==> config.mk <==
export PLATFORM = sky130hd
export DESIGN_NAME = chac_fifo
export DESIGN_NICKNAME = d
export VERILOG_FILES = /design/src/rtl/compass_heading_autocal_macros.svh /design/src/rtl/chac_pkg.sv /design/src/rtl/chac_fifo.sv
export SDC_FILE = /design/constraint.sdc
export NUM_CORES = 1
export LEC_CHECK = 0
export ABC_CLOCK_PERIOD_IN_PS = 8400
export BUFFER_PORTS_ARGS = -buffer_cell sky130_fd_sc_hd__buf_2
export CAP_MARGIN = 15
export CORE_MARGIN = 8
export CORE_UTILIZATION = 40
export DETAILED_ROUTE_END_ITERATION = 12
export PLACE_DENSITY_LB_ADDON = 0.05
export RECOVER_POWER = 100
export SLEW_MARGIN = 40
export SYNTH_ARGS = -nofsm -noshare
export SYNTH_HDL_FRONTEND = slang
export SYNTH_SLANG_ARGS = --single-unit
export TNS_END_PERCENT = 50
==> constraint.sdc <==
create_clock -name clk_i -period 8.4 [get_ports clk_i]
set_input_delay 1.68 -clock clk_i [delete_from_list [all_inputs] [get_ports clk_i]]
set_output_delay 1.68 -clock clk_i [all_outputs]
set_load 0.02 [all_outputs]
==> src/rtl/compass_heading_autocal_macros.svh <==
// ----------------------------------------------------------------------------
// Compass heading assertion macros
// Shared immediate-style wrappers for clocked concurrent checks.
// ----------------------------------------------------------------------------
`ifndef COMPASS_HEADING_AUTOCAL_MACROS_SVH
`define COMPASS_HEADING_AUTOCAL_MACROS_SVH

// Same-cycle implication, gated by reset.
`define CHAC_ASSERT_NOW(label, ante, cons) \
  label: assert property (@(posedge clk_i) disable iff (!rst_ni) (ante) |-> (cons)) \
    else $error("compass heading check failed");

// Next-cycle implication, gated by reset.
`define CHAC_ASSERT_NEXT(label, ante, cons) \
  label: assert property (@(posedge clk_i) disable iff (!rst_ni) (ante) |=> (cons)) \
    else $error("compass heading check failed");

`endif

==> src/rtl/chac_pkg.sv <==
// ----------------------------------------------------------------------------
// chac_pkg
// Types, constants and the arctangent table of the compass heading block.
// ----------------------------------------------------------------------------
package chac_pkg;

  localparam int unsigned ANGLE_TABLE_LEN = 24;
  localparam int unsigned PRESCALE_BITS   = 20;
  localparam int unsigned PROD_W          = 36;
  localparam int unsigned VEC_W           = 58;
  localparam int unsigned ACC_W           = 26;

  localparam logic signed [15:0]      BOUND_LOW_RST  = 16'sh7FFF;
  localparam logic signed [15:0]      BOUND_HIGH_RST = 16'sh8000;
  localparam logic signed [ACC_W-1:0] HALF_TURN_Q16  = 26'sd11796480;
  localparam logic signed [ACC_W:0]   ROUND_HALF     = 27'sd256;
  localparam logic signed [ACC_W:0]   HEADING_LIMIT  = 27'sd23040;

  typedef struct packed {
    logic signed [15:0] sample_x;
    logic signed [15:0] sample_y;
    logic signed [15:0] x_low;
    logic signed [15:0] x_high;
    logic signed [15:0] y_low;
    logic signed [15:0] y_high;
    logic        [16:0] span_x;
    logic        [16:0] span_y;
    logic               valid;
  } q_entry_t;

  typedef struct packed {
    logic full;
    logic empty;
  } fifo_stat_t;

  typedef enum logic [2:0] {
    ST_IDLE,
    ST_CENTER,
    ST_PROD,
    ST_PREP,
    ST_ITER,
    ST_ROUND
  } back_state_e;

  // atan(2^-i) in degrees, Q16
  function automatic logic signed [ACC_W-1:0] atan_q16(input logic [4:0] idx);
    logic signed [ACC_W-1:0] r;
    case (idx)
      5'd0:    r = 26'sd2949120;
      5'd1:    r = 26'sd1740967;
      5'd2:    r = 26'sd919879;
      5'd3:    r = 26'sd466945;
      5'd4:    r = 26'sd234379;
      5'd5:    r = 26'sd117304;
      5'd6:    r = 26'sd58666;
      5'd7:    r = 26'sd29335;
      5'd8:    r = 26'sd14668;
      5'd9:    r = 26'sd7334;
      5'd10:   r = 26'sd3667;
      5'd11:   r = 26'sd1833;
      5'd12:   r = 26'sd917;
      5'd13:   r = 26'sd458;
      5'd14:   r = 26'sd229;
      5'd15:   r = 26'sd115;
      5'd16:   r = 26'sd57;
      5'd17:   r = 26'sd29;
      5'd18:   r = 26'sd14;
      5'd19:   r = 26'sd7;
      5'd20:   r = 26'sd4;
      5'd21:   r = 26'sd2;
      5'd22:   r = 26'sd1;
      default: r = 26'sd0;
    endcase
    return r;
  endfunction

endpackage

==> src/rtl/chac_fifo.sv <==
// ----------------------------------------------------------------------------
// chac_fifo
// Two-entry queue between the bound tracker and the heading engine.
// ----------------------------------------------------------------------------
module chac_fifo (
  input  logic                clk_i,
  input  logic                rst_ni,
  input  logic                push_i,
  input  chac_pkg::q_entry_t  push_data_i,
  input  logic                pop_i,
  output chac_pkg::q_entry_t  pop_data_o,
  output chac_pkg::fifo_stat_t stat_o
);

  chac_pkg::q_entry_t mem_q [2];
  logic               wptr_q, wptr_d;
  logic               rptr_q, rptr_d;
  logic [1:0]         cnt_q, cnt_d;

  always_comb begin
    wptr_d = push_i ? ~wptr_q : wptr_q;
    rptr_d = pop_i ? ~rptr_q : rptr_q;
    cnt_d  = cnt_q;
    if (push_i && !pop_i) begin
      cnt_d = cnt_q + 2'd1;
    end else if (pop_i && !push_i) begin
      cnt_d = cnt_q - 2'd1;
    end
  end

  always_ff @(posedge clk_i or negedge rst_ni) begin
    if (!rst_ni) begin
      wptr_q <= 1'b0;
      rptr_q <= 1'b0;
      cnt_q  <= 2'd0;
    end else begin
      wptr_q <= wptr_d;
      rptr_q <= rptr_d;
      cnt_q  <= cnt_d;
    end
  end

  always_ff @(posedge clk_i) begin
    if (push_i) begin
      mem_q[wptr_q] <= push_data_i;
    end
  end

  assign pop_data_o   = mem_q[rptr_q];
  assign stat_o.full  = cnt_q[1];
  assign stat_o.empty = (cnt_q == 2'd0);

endmodule

==> reports/metrics.cfg <==
[worst_setup_path]
rrSetupSlack_ns=3.75
required_ns=8.55
crit_type=in2reg
critPathLaunchType=input port
cp-end-kind=flip-flop
arrival_ns=5.77
crit_fanout=67

[global_route]
grt_max_degree=68
grt_usage_pct=13.0
grt-ovfl-total=0
first_global_vias=5441
grt_pass1_wl_um=30700
antenna_found_initial=6

[yosys]
ys.warnings.count=0
synth_cell_types=15
synthArstFlopShare_pct=1.50
syn_inst=424
avgSynthCellArea_sq_um=23.5
synth-seq-cells=266
seq_area_frac_synth_pct=79.9
synthFlopType=edfxtp_1
ys_top_cells_by_count=edfxtp_1, mux2_4, mux2_2
syn_nets=560
yosysTopAreaCell=edfxtp_1
syn_area_sq_um=9970
synth.most_common_cell=edfxtp_1
netlist.area_leader.share_pct=78.9
synth_edf_count=262
synthTopCellsByArea=edfxtp_1, mux2_4, mux2_2

[clocking]
cts-hold-fix-buffers=0
cts.path.max_buffers=3
cts.sinks=266
cts_resized=0
cts_tree=done
clock_latency_ns=0.52
clockRootBuffer=clkbuf_16
clkSlewWorstSetupHoldPaths_ns=0.06
numCtsBuffers=29
h-tree-depth=1
post_cts_buffers=0

[timing]
min_period_over_period_pct=66.8
rsz0062_at_grt=no
tightest_slew_ns=3.92
max_freq_ghz=0.178
setup_violations=0
relSlewSlack_pct=-161
period_minus_slack_ns=5.61
drv_slew=223
hold_viol=0
fin_skew_ns=0.0111
tns_ns=0

[finish]
areaGrowthSynthToFinish_pct=21.7
fillers=2171
final_cells=1058
seq_area_sq_um=7970
multi_input_area_sq_um=1560
final_core_util_pct=49.7
antenna_cells=0
final_nets=849
drive_gt1_share_pct=33.4

[route]
ant_nets=0
via_per_inst=4.67
finalWirelength_um=20800
initialDrtViolationCount=206
drc=0
vias=4942
dr.pass1.iters=4
wl_per_cell_um=19.6

[placed_design]
gp_congestion=0.726
dpl.cell_count=1006
io_buffers=267
hpwl_um=14000

[floorplan]
rows=57
core_area_sq_um=24400
design.die.area_sq_um=30200
start_util_pct=40.9
die_y_um=174
die_w_um=174
num_io_pins=268

[status]
violations=max-capacitance violations, max-slew violations
outcome=finished with violations

[worst_hold_path]
min_path_type=reg2reg

[power_and_ir_drop]
leakage_nw=4.32
pwr_density_cell_nw_per_um2=360
ir_drop_uv=198

[flow_run]
drv_cap=5

[sequential cells by signal, summed over array words and instances (netlist names)]
name / flops
rptr_q: 1
cnt_q: 2
mem_q: 262
wptr_q: 1
[power by group]
part	leakage (nW)	switching [mW]	internal, mW
Clock	0.469	0.471	0.777
Sequential	2.51	0.0927	1.78
Combinational	1.35	0.815	0.428
Total	4.32	1.38	2.98
[per-layer routing]
metal	GRT usage [%]	routed length, um	part of all wire (%)	up-vias
met5	0	69	0.33	-
met4	3.17	410	2.0	12
met3	5.44	1740	8.4	43
met2	22.4	10100	49	186
met1	14.8	8390	40	2432
li1	-	-	-	2269
[final timing paths]
path                                end  startpoint  depth (start not counted)
min in group asynchronous      cnt_q[0]      rst_ni                          1
max in group asynchronous        wptr_q      rst_ni                          1
min                              wptr_q      wptr_q                          1
max reg2reg                mem_q[1][32]      wptr_q                          3
max                        mem_q[1][32]      push_i                          4
min reg2reg                      wptr_q      wptr_q                          1
[final cells by class]
class                   count  share of cell area [%]
flip-flops and latches    266                    65.7
multi-input cells         141                    12.9
repair buffers            274                    10.3
clock buffers              32                    6.07
well taps                 324                    3.34
clock inverters            20                    1.76
inverters                   1                  0.0309
[worst max-delay path, cell delays in order]
cell      delay, ns
clkbuf_1       0.16
and2_0         1.64
clkbuf_1       1.54
buf_6          0.64
[cells by family after synthesis]
family,Yosys count,synth area share (%)
DFF,266,79.9
muxes,131,17.8
buffers and inverters,17,1.53
xor gates and xnor gates,5,0.439
and+or+nand+nor,4,0.201
adders and majority gates,1,0.125
[through the flow]
stage          setup WS, ns  hold WS, ns  total power [mW]  instance area (sq um)
6_report               2.79        0.486              4.36                  12100
5_1_grt                2.35        0.522              4.58                  12100
4_1_cts                4.01        0.501              4.65                  12600
3_5_place_dp           4.59        0.482              3.39                  11700
3_3_place_gp           4.35        0.482              3.36                  11600
2_1_floorplan         0.405        0.455              2.99                   9970
[layout by cell type (no fill, tap or decap)]
cell type and n:
dfrtp_1 4, buf_2 158, mux2_1 87, clkbuf_1 114
inv_1 1, xor2_1 4, nor2_1 2, edfxtp_1 262
mux2_4 2, xnor2_1 1, and2_0 1, clkinv_1 9
bufinv_16 5, mux2_2 42, clkbuf_16 29, ha_1 1
buf_1 2, buf_4 1, clkinv_2 6, nor2b_1 1
buf_6 2
(Power assumes the default switching activity.)
