===== src/rtl/compass_heading_autocal_macros.svh =====
// ----------------------------------------------------------------------------
// Compass heading assertion macros
// Shared immediate-style wrappers for clocked concurrent checks.
// ----------------------------------------------------------------------------
`ifndef COMPASS_HEADING_AUTOCAL_MACROS_SVH
`define COMPASS_HEADING_AUTOCAL_MACROS_SVH

// Same-cycle implication, gated by reset.
`define CHAC_ASSERT_NOW(label, ante, cons) \
  label: assert property (@(posedge clk_i) disable iff (!rst_ni) (ante) |-> (cons)) \
    else $error("compass heading check failed");

// Next-cycle implication, gated by reset.
`define CHAC_ASSERT_NEXT(label, ante, cons) \
  label: assert property (@(posedge clk_i) disable iff (!rst_ni) (ante) |=> (cons)) \
    else $error("compass heading check failed");

`endif


===== src/rtl/chac_pkg.sv =====
// ----------------------------------------------------------------------------
// chac_pkg
// Types, constants and the arctangent table of the compass heading block.
// ----------------------------------------------------------------------------
package chac_pkg;

  localparam int unsigned ANGLE_TABLE_LEN = 24;
  localparam int unsigned PRESCALE_BITS   = 20;
  localparam int unsigned PROD_W          = 36;
  localparam int unsigned VEC_W           = 58;
  localparam int unsigned ACC_W           = 26;

  localparam logic signed [15:0]      BOUND_LOW_RST  = 16'sh7FFF;
  localparam logic signed [15:0]      BOUND_HIGH_RST = 16'sh8000;
  localparam logic signed [ACC_W-1:0] HALF_TURN_Q16  = 26'sd11796480;
  localparam logic signed [ACC_W:0]   ROUND_HALF     = 27'sd256;
  localparam logic signed [ACC_W:0]   HEADING_LIMIT  = 27'sd23040;

  typedef struct packed {
    logic signed [15:0] sample_x;
    logic signed [15:0] sample_y;
    logic signed [15:0] x_low;
    logic signed [15:0] x_high;
    logic signed [15:0] y_low;
    logic signed [15:0] y_high;
    logic        [16:0] span_x;
    logic        [16:0] span_y;
    logic               valid;
  } q_entry_t;

  typedef struct packed {
    logic full;
    logic empty;
  } fifo_stat_t;

  typedef enum logic [2:0] {
    ST_IDLE,
    ST_CENTER,
    ST_PROD,
    ST_PREP,
    ST_ITER,
    ST_ROUND
  } back_state_e;

  // atan(2^-i) in degrees, Q16
  function automatic logic signed [ACC_W-1:0] atan_q16(input logic [4:0] idx);
    logic signed [ACC_W-1:0] r;
    case (idx)
      5'd0:    r = 26'sd2949120;
      5'd1:    r = 26'sd1740967;
      5'd2:    r = 26'sd919879;
      5'd3:    r = 26'sd466945;
      5'd4:    r = 26'sd234379;
      5'd5:    r = 26'sd117304;
      5'd6:    r = 26'sd58666;
      5'd7:    r = 26'sd29335;
      5'd8:    r = 26'sd14668;
      5'd9:    r = 26'sd7334;
      5'd10:   r = 26'sd3667;
      5'd11:   r = 26'sd1833;
      5'd12:   r = 26'sd917;
      5'd13:   r = 26'sd458;
      5'd14:   r = 26'sd229;
      5'd15:   r = 26'sd115;
      5'd16:   r = 26'sd57;
      5'd17:   r = 26'sd29;
      5'd18:   r = 26'sd14;
      5'd19:   r = 26'sd7;
      5'd20:   r = 26'sd4;
      5'd21:   r = 26'sd2;
      5'd22:   r = 26'sd1;
      default: r = 26'sd0;
    endcase
    return r;
  endfunction

endpackage


===== src/rtl/chac_out_if.sv =====
// ----------------------------------------------------------------------------
// chac_out_if
// Heading result channel: valid/ready with heading and current bounds.
// ----------------------------------------------------------------------------
interface chac_out_if;
  logic               valid;
  logic               ready;
  logic signed [15:0] heading;
  logic               heading_valid;
  logic signed [15:0] bound_x_min;
  logic signed [15:0] bound_x_max;
  logic signed [15:0] bound_y_min;
  logic signed [15:0] bound_y_max;

  modport source (output valid, heading, heading_valid, bound_x_min, bound_x_max,
                  bound_y_min, bound_y_max, input ready);
  modport sink (input valid, heading, heading_valid, bound_x_min, bound_x_max,
                bound_y_min, bound_y_max, output ready);
endinterface


===== src/rtl/chac_back.sv =====
// ----------------------------------------------------------------------------
// chac_back
// Hard-iron centering, span cross-scaling and iterative CORDIC atan2.
// ----------------------------------------------------------------------------
module chac_back #(
  parameter int unsigned CORDIC_STEPS = 16
) (
  input  logic                 clk_i,
  input  logic                 rst_ni,
  input  chac_pkg::fifo_stat_t stat_i,
  input  chac_pkg::q_entry_t   entry_i,
  output logic                 pop_o,
  chac_out_if.source           out_o
);

  localparam int unsigned NSTEPS = (CORDIC_STEPS > chac_pkg::ANGLE_TABLE_LEN) ?
                                   chac_pkg::ANGLE_TABLE_LEN : CORDIC_STEPS;
  localparam int unsigned CNT_W  = $clog2(NSTEPS);

  chac_pkg::back_state_e state_q, state_d;
  chac_pkg::q_entry_t    entry_q;

  logic signed [17:0]                       xc_q, yc_q;
  logic signed [chac_pkg::PROD_W-1:0]       prod_x_q, prod_y_q;
  logic signed [chac_pkg::VEC_W-1:0]        px_q, py_q;
  logic signed [chac_pkg::ACC_W-1:0]        acc_q;
  logic [CNT_W-1:0]                         cnt_q;
  logic                                     out_valid_q;
  logic signed [15:0]                       heading_q;
  logic                                     hvalid_q;
  logic signed [15:0]                       bxl_q, bxh_q, byl_q, byh_q;

  logic                                     last_step;
  logic                                     zero_vec;
  logic                                     load_out;
  logic signed [16:0]                       sum_x, sum_y, mid_x, mid_y;
  logic signed [chac_pkg::VEC_W-1:0]        ext_x, ext_y, sh_x, sh_y;
  logic signed [chac_pkg::ACC_W-1:0]        angle;
  logic signed [chac_pkg::ACC_W:0]          hsum, hq, hsat;

  assign last_step = (cnt_q == CNT_W'(NSTEPS - 1));
  assign zero_vec  = (prod_x_q == '0) && (prod_y_q == '0);

  // Next state
  always_comb begin
    state_d = state_q;
    case (state_q)
      chac_pkg::ST_IDLE:   if (!stat_i.empty) state_d = chac_pkg::ST_CENTER;
      chac_pkg::ST_CENTER: state_d = chac_pkg::ST_PROD;
      chac_pkg::ST_PROD:   state_d = chac_pkg::ST_PREP;
      chac_pkg::ST_PREP:   state_d = zero_vec ? chac_pkg::ST_ROUND : chac_pkg::ST_ITER;
      chac_pkg::ST_ITER:   if (last_step) state_d = chac_pkg::ST_ROUND;
      chac_pkg::ST_ROUND:  if (!out_valid_q || out_o.ready) state_d = chac_pkg::ST_IDLE;
      default:             state_d = chac_pkg::ST_IDLE;
    endcase
  end

  // Outputs
  always_comb begin
    pop_o    = 1'b0;
    load_out = 1'b0;
    case (state_q)
      chac_pkg::ST_IDLE:  pop_o    = !stat_i.empty;
      chac_pkg::ST_ROUND: load_out = !out_valid_q || out_o.ready;
      default: begin
        pop_o    = 1'b0;
        load_out = 1'b0;
      end
    endcase
  end

  always_ff @(posedge clk_i or negedge rst_ni) begin
    if (!rst_ni) begin
      state_q <= chac_pkg::ST_IDLE;
    end else begin
      state_q <= state_d;
    end
  end

  // Offset (max+min)/2 truncates toward zero: add one before the shift when negative.
  assign sum_x = $signed({entry_q.x_high[15], entry_q.x_high})
               + $signed({entry_q.x_low[15], entry_q.x_low});
  assign sum_y = $signed({entry_q.y_high[15], entry_q.y_high})
               + $signed({entry_q.y_low[15], entry_q.y_low});
  assign mid_x = (sum_x + $signed({16'd0, sum_x[16]})) >>> 1;
  assign mid_y = (sum_y + $signed({16'd0, sum_y[16]})) >>> 1;

  assign ext_x = chac_pkg::VEC_W'(prod_x_q) <<< chac_pkg::PRESCALE_BITS;
  assign ext_y = chac_pkg::VEC_W'(prod_y_q) <<< chac_pkg::PRESCALE_BITS;

  assign sh_x  = px_q >>> cnt_q;
  assign sh_y  = py_q >>> cnt_q;
  assign angle = chac_pkg::atan_q16(5'(cnt_q));

  assign hsum = (chac_pkg::ACC_W + 1)'(acc_q) + chac_pkg::ROUND_HALF;
  assign hq   = hsum >>> 9;

  always_comb begin
    hsat = hq;
    if (hq > chac_pkg::HEADING_LIMIT) begin
      hsat = chac_pkg::HEADING_LIMIT;
    end else if (hq < -chac_pkg::HEADING_LIMIT) begin
      hsat = -chac_pkg::HEADING_LIMIT;
    end
  end

  always_ff @(posedge clk_i) begin
    case (state_q)
      chac_pkg::ST_IDLE: begin
        if (pop_o) entry_q <= entry_i;
      end
      chac_pkg::ST_CENTER: begin
        xc_q <= $signed({{2{entry_q.sample_x[15]}}, entry_q.sample_x})
              - $signed({mid_x[16], mid_x});
        yc_q <= $signed({{2{entry_q.sample_y[15]}}, entry_q.sample_y})
              - $signed({mid_y[16], mid_y});
      end
      chac_pkg::ST_PROD: begin
        prod_x_q <= xc_q * $signed({1'b0, entry_q.span_y});
        prod_y_q <= yc_q * $signed({1'b0, entry_q.span_x});
      end
      chac_pkg::ST_PREP: begin
        cnt_q <= '0;
        if (zero_vec) begin
          acc_q <= '0;
        end else if (ext_x < 0) begin
          // Rotate a left-half vector by a half turn first.
          acc_q <= (ext_y >= 0) ? chac_pkg::HALF_TURN_Q16 : -chac_pkg::HALF_TURN_Q16;
          px_q  <= -ext_x;
          py_q  <= -ext_y;
        end else begin
          acc_q <= '0;
          px_q  <= ext_x;
          py_q  <= ext_y;
        end
      end
      chac_pkg::ST_ITER: begin
        cnt_q <= cnt_q + CNT_W'(1);
        if (py_q >= 0) begin
          px_q  <= px_q + sh_y;
          py_q  <= py_q - sh_x;
          acc_q <= acc_q + angle;
        end else begin
          px_q  <= px_q - sh_y;
          py_q  <= py_q + sh_x;
          acc_q <= acc_q - angle;
        end
      end
      default: begin
        cnt_q <= cnt_q;
      end
    endcase
  end

  always_ff @(posedge clk_i or negedge rst_ni) begin
    if (!rst_ni) begin
      out_valid_q <= 1'b0;
    end else if (load_out) begin
      out_valid_q <= 1'b1;
    end else if (out_o.ready) begin
      out_valid_q <= 1'b0;
    end
  end

  always_ff @(posedge clk_i) begin
    if (load_out) begin
      heading_q <= entry_q.valid ? hsat[15:0] : 16'sd0;
      hvalid_q  <= entry_q.valid;
      bxl_q     <= entry_q.x_low;
      bxh_q     <= entry_q.x_high;
      byl_q     <= entry_q.y_low;
      byh_q     <= entry_q.y_high;
    end
  end

  assign out_o.valid         = out_valid_q;
  assign out_o.heading       = heading_q;
  assign out_o.heading_valid = hvalid_q;
  assign out_o.bound_x_min   = bxl_q;
  assign out_o.bound_x_max   = bxh_q;
  assign out_o.bound_y_min   = byl_q;
  assign out_o.bound_y_max   = byh_q;

endmodule


===== src/flat_wrapper.sv =====
// flat-port wrapper written by rule: the top's interface ports become plain ports
module chac_back_flat 
#(
  parameter int unsigned CORDIC_STEPS = 16
)
  (clk_i, rst_ni, stat_i, entry_i, pop_o, out_o_valid, out_o_heading, out_o_heading_valid, out_o_bound_x_min, out_o_bound_x_max, out_o_bound_y_min, out_o_bound_y_max, out_o_ready);
  chac_out_if out_o_i ();
  input  logic clk_i;
  input  logic rst_ni;
  input  chac_pkg::fifo_stat_t stat_i;
  input  chac_pkg::q_entry_t entry_i;
  output logic pop_o;
  output wire logic [$bits(out_o_i.valid)-1:0] out_o_valid;
  output wire logic [$bits(out_o_i.heading)-1:0] out_o_heading;
  output wire logic [$bits(out_o_i.heading_valid)-1:0] out_o_heading_valid;
  output wire logic [$bits(out_o_i.bound_x_min)-1:0] out_o_bound_x_min;
  output wire logic [$bits(out_o_i.bound_x_max)-1:0] out_o_bound_x_max;
  output wire logic [$bits(out_o_i.bound_y_min)-1:0] out_o_bound_y_min;
  output wire logic [$bits(out_o_i.bound_y_max)-1:0] out_o_bound_y_max;
  input wire logic [$bits(out_o_i.ready)-1:0] out_o_ready;
  assign out_o_valid = out_o_i.valid;
  assign out_o_heading = out_o_i.heading;
  assign out_o_heading_valid = out_o_i.heading_valid;
  assign out_o_bound_x_min = out_o_i.bound_x_min;
  assign out_o_bound_x_max = out_o_i.bound_x_max;
  assign out_o_bound_y_min = out_o_i.bound_y_min;
  assign out_o_bound_y_max = out_o_i.bound_y_max;
  assign out_o_i.ready = out_o_ready;
  chac_back #(.CORDIC_STEPS(CORDIC_STEPS)) u_core (.clk_i(clk_i), .rst_ni(rst_ni), .stat_i(stat_i), .entry_i(entry_i), .pop_o(pop_o), .out_o(out_o_i));
endmodule

===== config.mk =====
export PLATFORM = sky130hd
export DESIGN_NAME = chac_back_flat
export DESIGN_NICKNAME = d
export VERILOG_FILES = /design/src/rtl/compass_heading_autocal_macros.svh /design/src/rtl/chac_pkg.sv /design/src/rtl/chac_out_if.sv /design/src/rtl/chac_back.sv /design/src/flat_wrapper.sv
export SDC_FILE = /design/constraint.sdc
export NUM_CORES = 2
export LEC_CHECK = 0
export BUFFER_PORTS_ARGS = -buffer_cell sky130_fd_sc_hd__buf_2
export CORE_MARGIN = 2
export CORE_UTILIZATION = 40
export DETAILED_ROUTE_END_ITERATION = 7
export GPL_ROUTABILITY_DRIVEN = 0
export SYNTH_ARGS = -nofsm -noshare
export SYNTH_HDL_FRONTEND = slang
export SYNTH_SLANG_ARGS = --single-unit

===== constraint.sdc =====
create_clock -name clk_i -period 35.3 [get_ports clk_i]
set_input_delay 7.06 -clock clk_i [delete_from_list [all_inputs] [get_ports clk_i]]
set_output_delay 7.06 -clock clk_i [all_outputs]
set_load 0.02 [all_outputs]

==> summary by stage <==
STA
The clock period minus final worst setup slack is 14.80 ns. The transition at the pin with the smallest max-transition slack is 1.28 ns. Setup repair after global routing left no endpoint under its margin.

The remaining max-slew budget at the tightest pin is 14.4%. After layout, the worst path uses 41.9% of the clock period. The achievable frequency is 67.6 MHz. The number of endpoints with negative hold slack in the final report is 0. The setup violation total in the final timing report is 0. The final-report max-slew violation count came to 0.

The clock tree skew after final layout is 0.0362 ns. The final sum of negative setup slack is 0 ns.

Routing
The routed layout has 44,500 vias. The detail-routed net length per standard cell is 18.1 um. The number of iterations in the first detailed-routing pass is 6. The number of antenna-violating nets in the routed design is 0. After detailed routing, the number of vias per cell comes to 5.50.

The count of unresolved DRC violations after routing is 0. The routed design has 146 mm of wire. The first routing iteration left 3,070 violations.

Final layout
The most common cell after layout, fill and taps aside is sky130_fd_sc_hd__inv_1. The multi-input combinational cells in the finished layout cover a total of 40,200 um2. The fraction of final layout cells sized beyond drive strength 1 is 9.74%. The final layout contains 7,200 nets. The layout filler cell count is 13,800. In the layout the commonest cells are 666 x sky130_fd_sc_hd__inv_1, 630 x sky130_fd_sc_hd__nand2_1, 475 x sky130_fd_sc_hd__ha_1.

The relative area change from synthesis to final layout is 8.36%. The storage element area is 14,400 um2. The design area is 63,000 um2.

Synth
The library cell with the largest summed area after synthesis is sky130_fd_sc_hd__edfxtp_1. Of the synthesized area, sequential elements account for 24.8%. A synthesized cell averages 9.57 um2. After synthesis, the cell types taking the most area are sky130_fd_sc_hd__edfxtp_1 24%, sky130_fd_sc_hd__fa_1 16%, sky130_fd_sc_hd__ha_1 10%.

The synthesized design contains 462 enable-type register cells. The distinct cell type count of the synthesized netlist is 94. For this run, the leading register cell type out of synthesis is sky130_fd_sc_hd__edfxtp_1.

Summing every instance area after synthesis gives 58,100 um2. The top cell type's share of synthesized area is 23.9%. For this run, the number of Yosys warnings is 0. When the netlist entered floorplanning its net count stood at 7,135.

After synthesis, the share of flip-flops with an asynchronous set or reset is 0.820%. In this run, synthesis produced a sequential element count of 488. In the synthesized netlist, the number of instances is 6,069.

Place
In this run the cell area measured after placement is 60,900 um2. The number of buffer cells added on primary ports is 217. Summed over all nets, the half-perimeter wirelength after detailed placement is 115 mm.

Clocking
The library cell used as clock root buffer is sky130_fd_sc_hd__clkbuf_16. Gates resized during post-CTS repair numbered 0. The number of post-CTS setup repair buffers is 0. CTS built an H-tree with a depth of 2. After clock tree synthesis, the clock-pin slew on the worst setup and hold paths is 0.06 ns. TritonCTS built the clock tree.

The clock buffer count from CTS is 60. The worst-skew pair later-pin latency is 0.69 ns. The tree built by TritonCTS fans out to 488 sinks.

The maximum buffer depth of the clock tree is 3. The number of buffers inserted by hold repair at cts is 0.

Flow run
Across the run, the number of max-cap violations was 0.

Worst setup path
The endpoint identified for the worst register-to-register timing path is u_core.px_q[49]. The start point of the critical path is stat_i[0]. STA puts the critical path data arrival time at 7.74 ns. The startpoint of the most critical register-to-register path is u_core.cnt_q[1]. Traced cell by cell, the critical path runs through buf_2 > nor4_2 > buf_4 > buf_2. The required time of the worst setup path is 28.24 ns.

For flop-to-flop paths, the worst setup slack is 26.39 ns. The critical path launch point type is an input port. The length in cells of the worst reg-to-reg path is 21. The cell occurring most often along the worst timing path is sky130_fd_sc_hd__buf_2. In this run the worst path has a maximum fanout of 3. STA classifies the critical path endpoint as an output port. The end point of the critical path is pop_o.

On the critical path, the stage with the largest delay is an instance of sky130_fd_sc_hd__buf_4. The type of the worst setup path is input port to output port. In this design, the stage delay of the slowest critical-path cell is 0.23 ns.

GRT
The total congestion overflow is 0. The global routing usage summed across all routing layers is 19.6%. The initial antenna violation count is 20. The pin count of the biggest net entering global routing is 129. The number of global-route vias before repair is 44,200.

The first-pass GRT wire length is 237 mm.

Die
The cell row count is 139. The die span in x is 385 um. The overall die area is 148,000 um2. In this run the standard cell core region covers 144,000 um2.

Once the floorplan was initialized, standard cells occupied 40.4% of the core. The number of top-level pins is 219. The y dimension of the die is 385 um.

Run status
The run finished with clean final reports.

Worst hold path
The tightest min-delay check is of the flip-flop to flip-flop type.
[routing by layer]
metal | part of all wire, % | GRT usage, % | up-vias
met1 | 45 | 26.3 | 21800
li1 | - | - | 21200
met2 | 47 | 33.1 | 1157
met5 | 0.16 | 0 | -
met4 | 2.4 | 4.73 | 34
met3 | 5.7 | 3.24 | 231
[worst min path at each step]
stage | startpoint | end | slack [ns] | cells past startpoint
global placement | u_core.entry_q[60] | u_core.out_o.bound_y_min[9] | 0.44 | 0
CTS | u_core.entry_q[45] | u_core.out_o.bound_y_max[10] | 0.45 | 0
detailed placement | u_core.entry_q[45] | u_core.out_o.bound_y_max[10] | 0.44 | 0
floorplan | u_core.entry_q[83] | u_core.out_o.bound_x_min[0] | 0.43 | 0
global route | u_core.entry_q[45] | u_core.out_o.bound_y_max[10] | 0.46 | 0
finish | u_core.entry_q[45] | u_core.out_o.bound_y_max[10] | 0.45 | 0
[cell families after synthesis]
kind of cell / count (synthesis) / synth area share, %
fa+ha+maj: 930 / 25.9
compound gates: 1117 / 12.2
buf+inv: 916 / 6.11
xor+xnor: 452 / 6.81
simple gates: 1860 / 15.7
mux: 306 / 8.50
flops: 488 / 24.8
[metrics by stage]
stage               util (%)  hold WS [ns]  setup slack, ns  std cells
floorplan                  -         0.431             8.33       6069
global placement        42.3         0.437            20.46       7975
detailed placement      42.3         0.441            20.47       7975
CTS                     43.8         0.449            20.46       8085
global route            43.8         0.462            20.43       8086
finish                  43.8         0.447            20.50       8090
[registers in the layout, summed over array words and instances, names as in the netlist, 17 cells and up]
register,cells
u_core.acc_q,26
u_core.angle,22
u_core.entry_q,131
u_core.prod_x_q,35
u_core.prod_y_q,35
u_core.px_q,58
u_core.py_q,58
u_core.xc_q,17
u_core.yc_q,17
[Yosys cell counts, types with 26 or more instances]
cell	number
sky130_fd_sc_hd__nand2_1	631
sky130_fd_sc_hd__or2_2	29
sky130_fd_sc_hd__a21o_1	122
sky130_fd_sc_hd__or3_1	32
sky130_fd_sc_hd__xor2_1	140
sky130_fd_sc_hd__nand2b_1	68
sky130_fd_sc_hd__nor2b_1	38
sky130_fd_sc_hd__o21a_1	41
sky130_fd_sc_hd__and2_1	312
sky130_fd_sc_hd__nor2_1	376
sky130_fd_sc_hd__nand3_1	98
sky130_fd_sc_hd__mux4_2	120
sky130_fd_sc_hd__o21ai_0	305
sky130_fd_sc_hd__and3_1	38
sky130_fd_sc_hd__o211ai_1	26
sky130_fd_sc_hd__o31ai_1	46
sky130_fd_sc_hd__ha_1	475
sky130_fd_sc_hd__clkbuf_1	189
sky130_fd_sc_hd__nand4_1	50
sky130_fd_sc_hd__nor3_1	87
sky130_fd_sc_hd__xnor2_1	312
sky130_fd_sc_hd__mux2_2	67
sky130_fd_sc_hd__a211oi_1	34
sky130_fd_sc_hd__o21bai_1	37
sky130_fd_sc_hd__mux2i_1	101
sky130_fd_sc_hd__inv_1	668
sky130_fd_sc_hd__edfxtp_1	462
sky130_fd_sc_hd__fa_1	455
sky130_fd_sc_hd__a31oi_1	42
sky130_fd_sc_hd__a21oi_1	280
[final cells by class]
| type | instances | area share [%] |
|---|---|---|
| flip-flops and latches | 488 | 22.9 |
| repair buffers | 249 | 2.15 |
| multi-input cells | 4665 | 63.8 |
| diodes | 5 | 0.0199 |
| clock buffers | 70 | 2.58 |
| inverters | 670 | 4.00 |
| well taps | 1903 | 3.78 |
| clock inverters | 40 | 0.755 |
[worst max-delay path, delay by kind of cell]
family	cells	cell delay (ns)
and+or+nand+nor	1	0.13
buffers and inverters	3	0.55
Power is not shown: default switching activity piles up to over one toggle a cycle in this logic, so the estimate is an artifact.
