<file path="src/rtl/compass_heading_autocal_macros.svh">
// ----------------------------------------------------------------------------
// Compass heading assertion macros
// Shared immediate-style wrappers for clocked concurrent checks.
// ----------------------------------------------------------------------------
`ifndef COMPASS_HEADING_AUTOCAL_MACROS_SVH
`define COMPASS_HEADING_AUTOCAL_MACROS_SVH

// Same-cycle implication, gated by reset.
`define CHAC_ASSERT_NOW(label, ante, cons) \
  label: assert property (@(posedge clk_i) disable iff (!rst_ni) (ante) |-> (cons)) \
    else $error("compass heading check failed");

// Next-cycle implication, gated by reset.
`define CHAC_ASSERT_NEXT(label, ante, cons) \
  label: assert property (@(posedge clk_i) disable iff (!rst_ni) (ante) |=> (cons)) \
    else $error("compass heading check failed");

`endif

</file>
<file path="src/rtl/chac_pkg.sv">
// ----------------------------------------------------------------------------
// chac_pkg
// Types, constants and the arctangent table of the compass heading block.
// ----------------------------------------------------------------------------
package chac_pkg;

  localparam int unsigned ANGLE_TABLE_LEN = 24;
  localparam int unsigned PRESCALE_BITS   = 20;
  localparam int unsigned PROD_W          = 36;
  localparam int unsigned VEC_W           = 58;
  localparam int unsigned ACC_W           = 26;

  localparam logic signed [15:0]      BOUND_LOW_RST  = 16'sh7FFF;
  localparam logic signed [15:0]      BOUND_HIGH_RST = 16'sh8000;
  localparam logic signed [ACC_W-1:0] HALF_TURN_Q16  = 26'sd11796480;
  localparam logic signed [ACC_W:0]   ROUND_HALF     = 27'sd256;
  localparam logic signed [ACC_W:0]   HEADING_LIMIT  = 27'sd23040;

  typedef struct packed {
    logic signed [15:0] sample_x;
    logic signed [15:0] sample_y;
    logic signed [15:0] x_low;
    logic signed [15:0] x_high;
    logic signed [15:0] y_low;
    logic signed [15:0] y_high;
    logic        [16:0] span_x;
    logic        [16:0] span_y;
    logic               valid;
  } q_entry_t;

  typedef struct packed {
    logic full;
    logic empty;
  } fifo_stat_t;

  typedef enum logic [2:0] {
    ST_IDLE,
    ST_CENTER,
    ST_PROD,
    ST_PREP,
    ST_ITER,
    ST_ROUND
  } back_state_e;

  // atan(2^-i) in degrees, Q16
  function automatic logic signed [ACC_W-1:0] atan_q16(input logic [4:0] idx);
    logic signed [ACC_W-1:0] r;
    case (idx)
      5'd0:    r = 26'sd2949120;
      5'd1:    r = 26'sd1740967;
      5'd2:    r = 26'sd919879;
      5'd3:    r = 26'sd466945;
      5'd4:    r = 26'sd234379;
      5'd5:    r = 26'sd117304;
      5'd6:    r = 26'sd58666;
      5'd7:    r = 26'sd29335;
      5'd8:    r = 26'sd14668;
      5'd9:    r = 26'sd7334;
      5'd10:   r = 26'sd3667;
      5'd11:   r = 26'sd1833;
      5'd12:   r = 26'sd917;
      5'd13:   r = 26'sd458;
      5'd14:   r = 26'sd229;
      5'd15:   r = 26'sd115;
      5'd16:   r = 26'sd57;
      5'd17:   r = 26'sd29;
      5'd18:   r = 26'sd14;
      5'd19:   r = 26'sd7;
      5'd20:   r = 26'sd4;
      5'd21:   r = 26'sd2;
      5'd22:   r = 26'sd1;
      default: r = 26'sd0;
    endcase
    return r;
  endfunction

endpackage

</file>
<file path="src/rtl/chac_in_if.sv">
// ----------------------------------------------------------------------------
// chac_in_if
// Sample request channel: valid/ready with one x, y, z reading.
// ----------------------------------------------------------------------------
interface chac_in_if;
  logic               valid;
  logic               ready;
  logic signed [15:0] sample_x;
  logic signed [15:0] sample_y;
  logic signed [15:0] sample_z;

  modport source (output valid, sample_x, sample_y, sample_z, input ready);
  modport sink (input valid, sample_x, sample_y, sample_z, output ready);
endinterface

</file>
<file path="src/rtl/chac_front.sv">
// ----------------------------------------------------------------------------
// chac_front
// Accepts samples, widens the per-axis bounds and queues the x/y work.
// ----------------------------------------------------------------------------
module chac_front (
  input  logic                 clk_i,
  input  logic                 rst_ni,
  chac_in_if.sink              in_i,
  input  chac_pkg::fifo_stat_t stat_i,
  output logic                 push_o,
  output chac_pkg::q_entry_t   entry_o
);

  logic signed [15:0] x_low_q, x_high_q, y_low_q, y_high_q, z_low_q, z_high_q;
  logic signed [15:0] x_low_d, x_high_d, y_low_d, y_high_d, z_low_d, z_high_d;
  logic signed [16:0] span_x, span_y;

  assign in_i.ready = !stat_i.full;
  assign push_o     = in_i.valid && !stat_i.full;

  always_comb begin
    x_low_d  = (in_i.sample_x < x_low_q)  ? in_i.sample_x : x_low_q;
    x_high_d = (in_i.sample_x > x_high_q) ? in_i.sample_x : x_high_q;
    y_low_d  = (in_i.sample_y < y_low_q)  ? in_i.sample_y : y_low_q;
    y_high_d = (in_i.sample_y > y_high_q) ? in_i.sample_y : y_high_q;
    z_low_d  = (in_i.sample_z < z_low_q)  ? in_i.sample_z : z_low_q;
    z_high_d = (in_i.sample_z > z_high_q) ? in_i.sample_z : z_high_q;
  end

  // Bounds straddle the sample after the update, so the spans are never negative.
  assign span_x = $signed({x_high_d[15], x_high_d}) - $signed({x_low_d[15], x_low_d});
  assign span_y = $signed({y_high_d[15], y_high_d}) - $signed({y_low_d[15], y_low_d});

  always_comb begin
    entry_o.sample_x = in_i.sample_x;
    entry_o.sample_y = in_i.sample_y;
    entry_o.x_low    = x_low_d;
    entry_o.x_high   = x_high_d;
    entry_o.y_low    = y_low_d;
    entry_o.y_high   = y_high_d;
    entry_o.span_x   = span_x;
    entry_o.span_y   = span_y;
    entry_o.valid    = (span_x != 17'sd0) && (span_y != 17'sd0);
  end

  always_ff @(posedge clk_i or negedge rst_ni) begin
    if (!rst_ni) begin
      x_low_q  <= chac_pkg::BOUND_LOW_RST;
      x_high_q <= chac_pkg::BOUND_HIGH_RST;
      y_low_q  <= chac_pkg::BOUND_LOW_RST;
      y_high_q <= chac_pkg::BOUND_HIGH_RST;
      z_low_q  <= chac_pkg::BOUND_LOW_RST;
      z_high_q <= chac_pkg::BOUND_HIGH_RST;
    end else if (push_o) begin
      x_low_q  <= x_low_d;
      x_high_q <= x_high_d;
      y_low_q  <= y_low_d;
      y_high_q <= y_high_d;
      z_low_q  <= z_low_d;
      z_high_q <= z_high_d;
    end
  end

endmodule

</file>
<file path="src/flat_wrapper.sv">
// flat-port wrapper written by rule: the top's interface ports become plain ports
module chac_front_flat 
  (clk_i, rst_ni, stat_i, push_o, entry_o, in_i_valid, in_i_sample_x, in_i_sample_y, in_i_sample_z, in_i_ready);
  chac_in_if in_i_i ();
  input  logic clk_i;
  input  logic rst_ni;
  input  chac_pkg::fifo_stat_t stat_i;
  output logic push_o;
  output chac_pkg::q_entry_t entry_o;
  input wire logic [$bits(in_i_i.valid)-1:0] in_i_valid;
  input wire logic [$bits(in_i_i.sample_x)-1:0] in_i_sample_x;
  input wire logic [$bits(in_i_i.sample_y)-1:0] in_i_sample_y;
  input wire logic [$bits(in_i_i.sample_z)-1:0] in_i_sample_z;
  output wire logic [$bits(in_i_i.ready)-1:0] in_i_ready;
  assign in_i_i.valid = in_i_valid;
  assign in_i_i.sample_x = in_i_sample_x;
  assign in_i_i.sample_y = in_i_sample_y;
  assign in_i_i.sample_z = in_i_sample_z;
  assign in_i_ready = in_i_i.ready;
  chac_front u_core (.clk_i(clk_i), .rst_ni(rst_ni), .in_i(in_i_i), .stat_i(stat_i), .push_o(push_o), .entry_o(entry_o));
endmodule
</file>
<file path="config.mk">
export PLATFORM = sky130hd
export DESIGN_NAME = chac_front_flat
export DESIGN_NICKNAME = d
export VERILOG_FILES = /design/src/rtl/compass_heading_autocal_macros.svh /design/src/rtl/chac_pkg.sv /design/src/rtl/chac_in_if.sv /design/src/rtl/chac_front.sv /design/src/flat_wrapper.sv
export SDC_FILE = /design/constraint.sdc
export NUM_CORES = 1
export LEC_CHECK = 0
export ABC_AREA = 1
export BUFFER_PORTS_ARGS = -buffer_cell sky130_fd_sc_hd__buf_4
export CAP_MARGIN = 15
export CELL_PAD_IN_SITES_DETAIL_PLACEMENT = 1
export CELL_PAD_IN_SITES_GLOBAL_PLACEMENT = 2
export CORE_MARGIN = 2
export CORE_UTILIZATION = 31
export CTS_CLUSTER_SIZE = 14
export DETAILED_ROUTE_END_ITERATION = 12
export GPL_ROUTABILITY_DRIVEN = 0
export PLACE_DENSITY_LB_ADDON = 0.1
export SKIP_CTS_REPAIR_TIMING = 1
export SYNTH_ARGS = -nofsm -noshare
export SYNTH_HDL_FRONTEND = slang
export SYNTH_SLANG_ARGS = --single-unit
</file>
<file path="constraint.sdc">
create_clock -name clk_i -period 12.8 [get_ports clk_i]
set_clock_uncertainty 0.1 [all_clocks]
set_input_delay 1.28 -clock clk_i [delete_from_list [all_inputs] [get_ports clk_i]]
set_output_delay 1.28 -clock clk_i [all_outputs]
set_load 0.02 [all_outputs]
</file>
==> results.txt, run 1 <==
Post-synth top cells -> 356 x nand2_1, 197 x inv_1, 122 x o21ai_0, 88 x ha_1, 70 x nand3_1
cell with the most instances after synthesis -> nand2_1
maximum fanout along the worst path -> 24
total die area -> 24600 sq um
root buf cell -> clkbuf_16
clk buf depth -> 2
Cell variety after synth -> 38
asr flop ratio synth -> 1.00
H-Tree Depth -> 3
area leader, netlist -> nand2_1
Worst-path clk slew -> 0.06 ns
reg2reg path depth -> 10
synth top area cells -> nand2_1 18%, ha_1 15%, dfstp_2 12%
CP arrival -> 6.51 ns
status -> finished, final reports clean
fin crit period -> 7.89 ns
CP startpoint kind -> input pin
vias per cell -> 4.71
crit path kind -> in -> out
Syn Area/Cell -> 6.40 sq um
total track usage -> 0.199
period utilization -> 0.616
Setup TNS -> 0 ns
FF-to-FF Start -> u_core.x_high_q[15]
hold wc startpoint -> u_core.x_high_q[1]
Clk Latency, worst-skew pair -> 0.35 ns
vias in the first global route -> 7562
Hold Vio Cnt, Final -> 0
R2R Path End -> u_core.x_high_q[1]
WHS Path Cells -> 2
Sink Count -> 64
WP data required -> 11.42 ns
#FFs+latches synth -> 64
WL per Instance -> 14.9 um
CTS buffer count -> 9
Mapped Nets -> 1277
Fmax -> 127 MHz
row count -> 55
drt initial violations -> 244
top-area cell type share of the netlist area -> 0.184
largest net degree at the start of global routing -> 77
Area Overhead vs Synth -> 23.0%
Die Height -> 157 um
Starting Density -> 0.318
reg-to-reg setup timing slack -> 9.51 ns
placed wire-length estimate -> 18700 um
total wire length -> 23600 um
Mapped Cells -> 1134
Worst-Margin Slew -> 0.921 ns
relative slew slack -> 0.386
initial antenna violation count -> 0
CTS tree -> built
Slew Limit Fails -> 0
unrepaired setup endpoints after global routing -> false
Die X -> 157 um
post-synthesis cell area -> 7250 sq um
hold slack -> 0.391 ns
Congestion Overflow GR -> 0
Nets -> 1407
ant diodes -> 0
first-pass GRT wire length -> 38500 um
Post-synth EDFFs -> 0
Core Region -> 22800 sq um
max cap viols -> 0
Setup Viol. Count Final -> 0
Min-Delay Endpoint -> u_core.x_high_q[1]
CP endpoint kind -> output pin
top-level I/O count -> 186
Port Buffers -> 168
remaining antenna violation count -> 0
Yosys warnings -> 0
DRC Markers -> 0
Synth Flop Type -> dfstp_2
Hold WC Path Type -> reg -> reg
share of post-route cells with drive strength above 1 -> 0.211
vias after detailed routing -> 7451
sequential share of the synthesized area -> 0.226
Pre-antenna DRT Iters -> 4
## worst max-delay path, cell delays in order
cell and delay [ns]:
buf_4 0.13, ha_1 0.36, nand2_1 0.08, inv_1 0.05
a31oi_1 0.13, o21ai_0 0.13, nor2_1 0.20, nand2_1 0.10
nand2_1 0.12, nand2_1 0.52, o21ai_0 0.66, inv_1 0.15
fa_1 0.46, o21ai_0 0.36, nand3_1 0.12, nand2_1 0.16
xor2_1 0.11, nor4_1 0.31, nand3_1 0.12, nor2_1 0.13
nand2_1 0.07, nor2_1 0.10, nand3_1 0.08, nor2_1 0.14
nand3_1 0.14, nand2_1 0.09, inv_1 0.04, buf_4 0.14
## worst max-delay path by stage
stage	slack (ns)	cells after the start	startpoint	to
floorplan	6.17	27	in_i_sample_y[15]	entry_o[0]
global route	4.32	28	in_i_sample_x[15]	entry_o[0]
global placement	4.78	28	in_i_sample_x[15]	entry_o[0]
detailed placement	4.79	28	in_i_sample_x[15]	entry_o[0]
finish	4.91	28	in_i_sample_x[15]	entry_o[0]
CTS	4.75	28	in_i_sample_x[15]	entry_o[0]
## placed cells by master, fill, tap and decap left out, drive strengths merged, types with 20 or more instances in the layout
master / n
dfstp: 32
o21ai: 124
nand3: 77
ha: 88
inv: 200
dfrtp: 32
a21oi: 41
buf: 174
nand2: 380
nor2: 45
nand4: 20
## cell type report
type                       instances  area, sq um
clock buffer                      11          243
clock inverter                     5         56.3
fill                            3006        13900
inverter                         201          754
multi-input combinational        814         4520
sequential                        64         1640
tap                              313          392
timing repair buffer             174         1310
## flip-flops by register name, summed over array words and instances (netlist names)
register         count
u_core.y_high_q     16
u_core.x_low_q      16
u_core.y_low_q      16
u_core.x_high_q     16
## stage by stage
| step | instance area (sq um) | worst slack [ns] | std cells | utilization |
|---|---|---|---|---|
| after floorplan | 7250 | 6.17 | 1134 | - |
| after global placement | 8620 | 4.78 | 1566 | 0.378 |
| after detailed placement | 8620 | 4.79 | 1566 | 0.378 |
| after CTS | 8920 | 4.75 | 1582 | 0.391 |
| after global routing | 8920 | 4.32 | 1582 | 0.391 |
| final | 8920 | 4.91 | 1582 | 0.391 |
## per-layer routing
layer | share of wire | track usage | vias to the layer above | wire length (um)
met2 | 0.50 | 0.367 | 114 | 11800
met4 | 0.011 | 0.0481 | 0 | 267
met3 | 0.026 | 0.0182 | 14 | 612
met5 | 0 | 0 | - | 0
li1 | - | - | 3845 | -
met1 | 0.46 | 0.249 | 3478 | 10900
## kinds of logic after synthesis
family,share of synthesized area
AO/OA/AOI/OAI,0.129
XOR/XNOR,0.0121
adder cells (fa/ha/maj),0.157
buffers and inverters,0.150
flip-flops,0.226
AND/OR/NAND/NOR,0.325
Power of run 1 is not shown: default switching activity piles up to over one toggle a cycle in this logic, so the estimate is an artifact.
==> inputs of run 2 (changes only) <==
Settings changed: CORE_UTILIZATION 31 to 26.
Clock period 12.8 ns to 6.4 ns, I/O delays scaled along.
==> results.txt, run 2 (synthesis results as in run 1) <==
maximum fanout along the worst path -> 11 (-54%)
top-level I/O count -> 186 (unchanged)
WL per Instance -> 14.9 um (about the same)
unrepaired setup endpoints after global routing -> false
H-Tree Depth -> 3 (unchanged)
total wire length -> 24900 um (+5.3%)
total track usage -> 0.176 (-0.0233)
root buf cell -> clkbuf_16
vias after detailed routing -> 7478 (+0.36%)
critical path's slowest cell -> dfstp_2
Slew Limit Fails -> 0 (unchanged)
Setup Viol. Count Final -> 0 (unchanged)
row count -> 61 (+11%)
commonest non-fill, non-tap cells in the layout -> 354 x nand2_1, 197 x inv_1, 193 x buf_4, 117 x o21ai_0, 88 x ha_1
Congestion Overflow GR -> 0 (unchanged)
placed wire-length estimate -> 20300 um (+8.7%)
Fillers -> 3593 (+20%)
vias per cell -> 4.49 (-4.7%)
CP arrival -> 5.04 ns (-1.47 ns)
Sink Count -> 64 (unchanged)
Worst path max stage delay -> 0.53 ns (-0.13 ns)
ant diodes -> 0 (unchanged)
crit path kind -> reg -> out
Hold Vio Cnt, Final -> 0 (unchanged)
Clk Latency, worst-skew pair -> 0.35 ns (about the same)
Starting Density -> 0.262 (-0.0559)
Port Buffers -> 168 (unchanged)
first-pass GRT wire length -> 40200 um (+4.4%)
WP data required -> 5.66 ns (-5.76 ns)
clk buf depth -> 2 (unchanged)
status -> finished, final reports clean
share of post-route cells with drive strength above 1 -> 0.225 (+0.0140)
Worst-Margin Slew -> 0.943 ns (+0.0226 ns)
initial antenna violation count -> 0 (unchanged)
CTS buffer count -> 9 (unchanged)
largest net degree at the start of global routing -> 77 (unchanged)
relative slew slack -> 0.371 (-0.0150)
CP startpoint kind -> register
Area Overhead vs Synth -> 26.3%
Nets -> 1426 (+1.4%)
most common cell after layout, fill and taps aside -> nand2_1
drt initial violations -> 343 (+41%)
vias in the first global route -> 7645 (+1.1%)
Hold WC Path Type -> in -> async
total die area -> 29200 sq um (+19%)
remaining antenna violation count -> 0 (unchanged)
Core Region -> 27600 sq um (+21%)
period utilization -> 0.902
Worst-path clk slew -> 0.06 ns (about the same)
Pre-antenna DRT Iters -> 4 (unchanged)
max cap viols -> 0 (unchanged)
CTS tree -> built
fin crit period -> 5.78 ns
Fmax -> 173 MHz
CP endpoint kind -> output pin
Die X -> 171 um (+9.0%)
Die Height -> 171 um (+9.0%)
Setup TNS -> 0 ns (unchanged)
DRC Markers -> 0 (unchanged)
[run 2: cell types whose count changed in the layout (fill, tap and decap cells not counted), moves of 2 or more]
cell	delta
o21ai_2	+2
clkinv_2	-2
o21ai_0	-5
o21ai_1	+3
clkbuf_1	+2
buf_4	+19
[run 2: worst max-delay path: cells and delay by family (launching register included)]
kind / cells / cell delay [ns]
fa+ha+maj: 3 / 0.94
flops: 1 / 0.53
simple gates: 14 / 1.83
buf+inv: 6 / 0.68
compound gates: 4 / 0.56
xor+xnor: 1 / 0.17
[run 2: layer usage]
metal / global-route usage / share of wire
met1: 0.216 / 0.46
met2: 0.326 / 0.50
met3: 0.0224 / 0.032
met4: 0.0350 / 0.011
met5: 0 / 0
[run 2: through the flow]
step / cell area (sq um) / hold WS [ns] / instances / worst slack, ns / utilization
2_1_floorplan: 7250 / 0.244 / 1134 / 1.05 / -
3_3_place_gp: 8840 / 0.368 / 1650 / 0.261 / 0.320
3_5_place_dp: 8840 / 0.370 / 1650 / 0.199 / 0.320
4_1_cts: 9130 / 0.379 / 1666 / 0.0690 / 0.331
5_1_grt: 9160 / 0.406 / 1666 / 0.0329 / 0.331
6_report: 9160 / 0.336 / 1666 / 0.625 / 0.331
[run 2: area by class of cell]
type | instances | area [sq um] | area share
Clock buffer | 12 | 236 | 0.0258
Tap cell | 378 | 473 | 0.0516
Timing Repair Buffer | 193 | 1450 | 0.158
Sequential cell | 64 | 1640 | 0.179
Inverter | 201 | 754 | 0.0824
Clock inverter | 4 | 53.8 | 0.00587
Multi-Input combinational cell | 814 | 4550 | 0.497
[run 2: path summary, 6_finish.rpt]
kind,slack (ns),startpoint,cells after the start,end
max in group asynchronous,5.24,rst_ni,1,u_core.x_high_q[7]
worst max-delay path,0.62,u_core.y_high_q[15],28,entry_o[0]
worst min-delay path,0.34,rst_ni,1,u_core.y_high_q[3]
min in group clk_i,0.38,u_core.x_low_q[0],2,u_core.x_low_q[0]
worst min register to register,0.38,u_core.x_low_q[0],2,u_core.x_low_q[0]
worst max register to register,3.43,u_core.y_high_q[15],11,u_core.y_high_q[9]
Power of run 2 is left out for the same reason.
==> inputs of run 3 (changes only) <==
Settings changed: MAX_ROUTING_LAYER set to met4.
==> results.txt, run 3 (synthesis results as in run 1) <==
initial antenna violation count -> 0 (unchanged)
max cap viols -> 0 (unchanged)
Sink Count -> 64 (unchanged)
most common cell after layout, fill and taps aside -> nand2_1
critical path's slowest cell -> dfstp_2
Slew Limit Fails -> 0 (unchanged)
Nets -> 1426 (unchanged)
WP data required -> 5.66 ns (about the same)
first-pass GRT wire length -> 40200 um (about the same)
met1 wire length -> 11400 um (+0.34%)
share of post-route cells with drive strength above 1 -> 0.225 (unchanged)
Pre-antenna DRT Iters -> 4 (unchanged)
largest net degree at the start of global routing -> 77 (unchanged)
drt initial violations -> 327 (-4.7%)
remaining antenna violation count -> 0 (unchanged)
placed wire-length estimate -> 20300 um (unchanged)
WL per Instance -> 14.9 um (about the same)
Setup TNS -> 0 ns (unchanged)
root buf cell -> clkbuf_16
commonest non-fill, non-tap cells in the layout -> 354 x nand2_1, 197 x inv_1, 193 x buf_4, 117 x o21ai_0, 88 x ha_1
Fillers -> 3593 (unchanged)
Area Overhead vs Synth -> 26.3% (unchanged)
maximum fanout along the worst path -> 11 (unchanged)
Core Region -> 27600 sq um (unchanged)
Hold Vio Cnt, Final -> 0 (unchanged)
total die area -> 29200 sq um (unchanged)
max layer used -> met4
CP endpoint kind -> output pin
DRC Markers -> 0 (unchanged)
relative slew slack -> 0.373 (+0.00203)
Clk Latency, worst-skew pair -> 0.35 ns (about the same)
top-level I/O count -> 186 (unchanged)
Worst path max stage delay -> 0.53 ns (about the same)
fin crit period -> 5.78 ns (+0.00981 ns)
H-Tree Depth -> 3 (unchanged)
Cell Count, Final, Fillers Out -> 1666 (unchanged)
total track usage -> 0.180 (+0.00490)
Die X -> 171 um (unchanged)
row count -> 61 (unchanged)
Fmax -> 173 MHz (-0.17%)
unrepaired setup endpoints after global routing -> false
ant diodes -> 0 (unchanged)
clk buf depth -> 2 (unchanged)
vias after detailed routing -> 7474 (-0.053%)
vias per cell -> 4.49 (about the same)
Hold WC Path Type -> in -> async
status -> finished, final reports clean
Starting Density -> 0.262 (unchanged)
Worst-path clk slew -> 0.06 ns (about the same)
vias in the first global route -> 7636 (-0.12%)
crit path kind -> reg -> out
total wire length -> 24900 um (about the same)
Port Buffers -> 168 (unchanged)
Congestion Overflow GR -> 0 (unchanged)
placed cell count -> 1650 (unchanged)
met2 WL -> 12500 um (+0.16%)
CP startpoint kind -> register
Die Height -> 171 um (unchanged)
CTS buffer count -> 9 (unchanged)
CTS tree -> built
met3 routed WL -> 729 um (-8.8%)
Setup Viol. Count Final -> 0 (unchanged)
CP arrival -> 5.04 ns (about the same)
Worst-Margin Slew -> 0.940 ns (-0.00305 ns)
period utilization -> 0.904 (+0.00153)
==> run 3: cell counts in the layout (fill, tap and decap cells not counted) <==
No cell type changed its count.
==> run 3: through the flow <==
| step | instance area [sq um] | setup WS (ns) | util | hold slack (ns) |
|---|---|---|---|---|
| after global placement | 8840 | 0.261 | 0.320 | 0.368 |
| after floorplan | 7250 | 1.05 | - | 0.244 |
| final | 9160 | 0.615 | 0.331 | 0.335 |
| after global routing | 9160 | 0.0333 | 0.331 | 0.406 |
| after CTS | 9130 | 0.0690 | 0.331 | 0.379 |
| after detailed placement | 8840 | 0.199 | 0.320 | 0.370 |
==> run 3: critical path: cells and delay by family (launching register included) <==
| kind | cells | cell delay, ns |
|---|---|---|
| and+or+nand+nor | 14 | 1.84 |
| adders and majority gates | 3 | 0.94 |
| buffers and inverters | 6 | 0.68 |
| AOI/OAI and AO/OA | 4 | 0.56 |
| DFF | 1 | 0.53 |
| xor gates and xnor gates | 1 | 0.17 |
==> run 3: metal layers <==
| layer | global-route usage | up-vias |
|---|---|---|
| met5 | - | - |
| met4 | 0.0350 | 0 |
| met3 | 0.0213 | 13 |
| met2 | 0.326 | 119 |
| met1 | 0.217 | 3465 |
| li1 | - | 3877 |
==> run 3: area by class of cell <==
type / instances / area [sq um] / share of cell area
clock buffer: 12 / 236 / 0.0258
clock inverter: 4 / 53.8 / 0.00587
inverter: 201 / 754 / 0.0824
multi-input combinational: 814 / 4550 / 0.497
sequential: 64 / 1640 / 0.179
tap: 378 / 473 / 0.0516
timing repair buffer: 193 / 1450 / 0.158
==> run 3: worst paths after layout <==
| kind | startpoint | endpoint | slack (ns) | depth (start not counted) |
|---|---|---|---|---|
| min reg2reg | u_core.x_low_q[0] | u_core.x_low_q[0] | 0.38 | 2 |
| min | rst_ni | u_core.y_high_q[3] | 0.33 | 1 |
| max | u_core.y_high_q[15] | entry_o[0] | 0.62 | 28 |
| max reg2reg | u_core.y_high_q[15] | u_core.y_high_q[9] | 3.40 | 11 |
| min in group clk_i | u_core.x_low_q[0] | u_core.x_low_q[0] | 0.38 | 2 |
| max in group asynchronous | rst_ni | u_core.x_high_q[7] | 5.24 | 1 |
Power of run 3 is left out for the same reason.
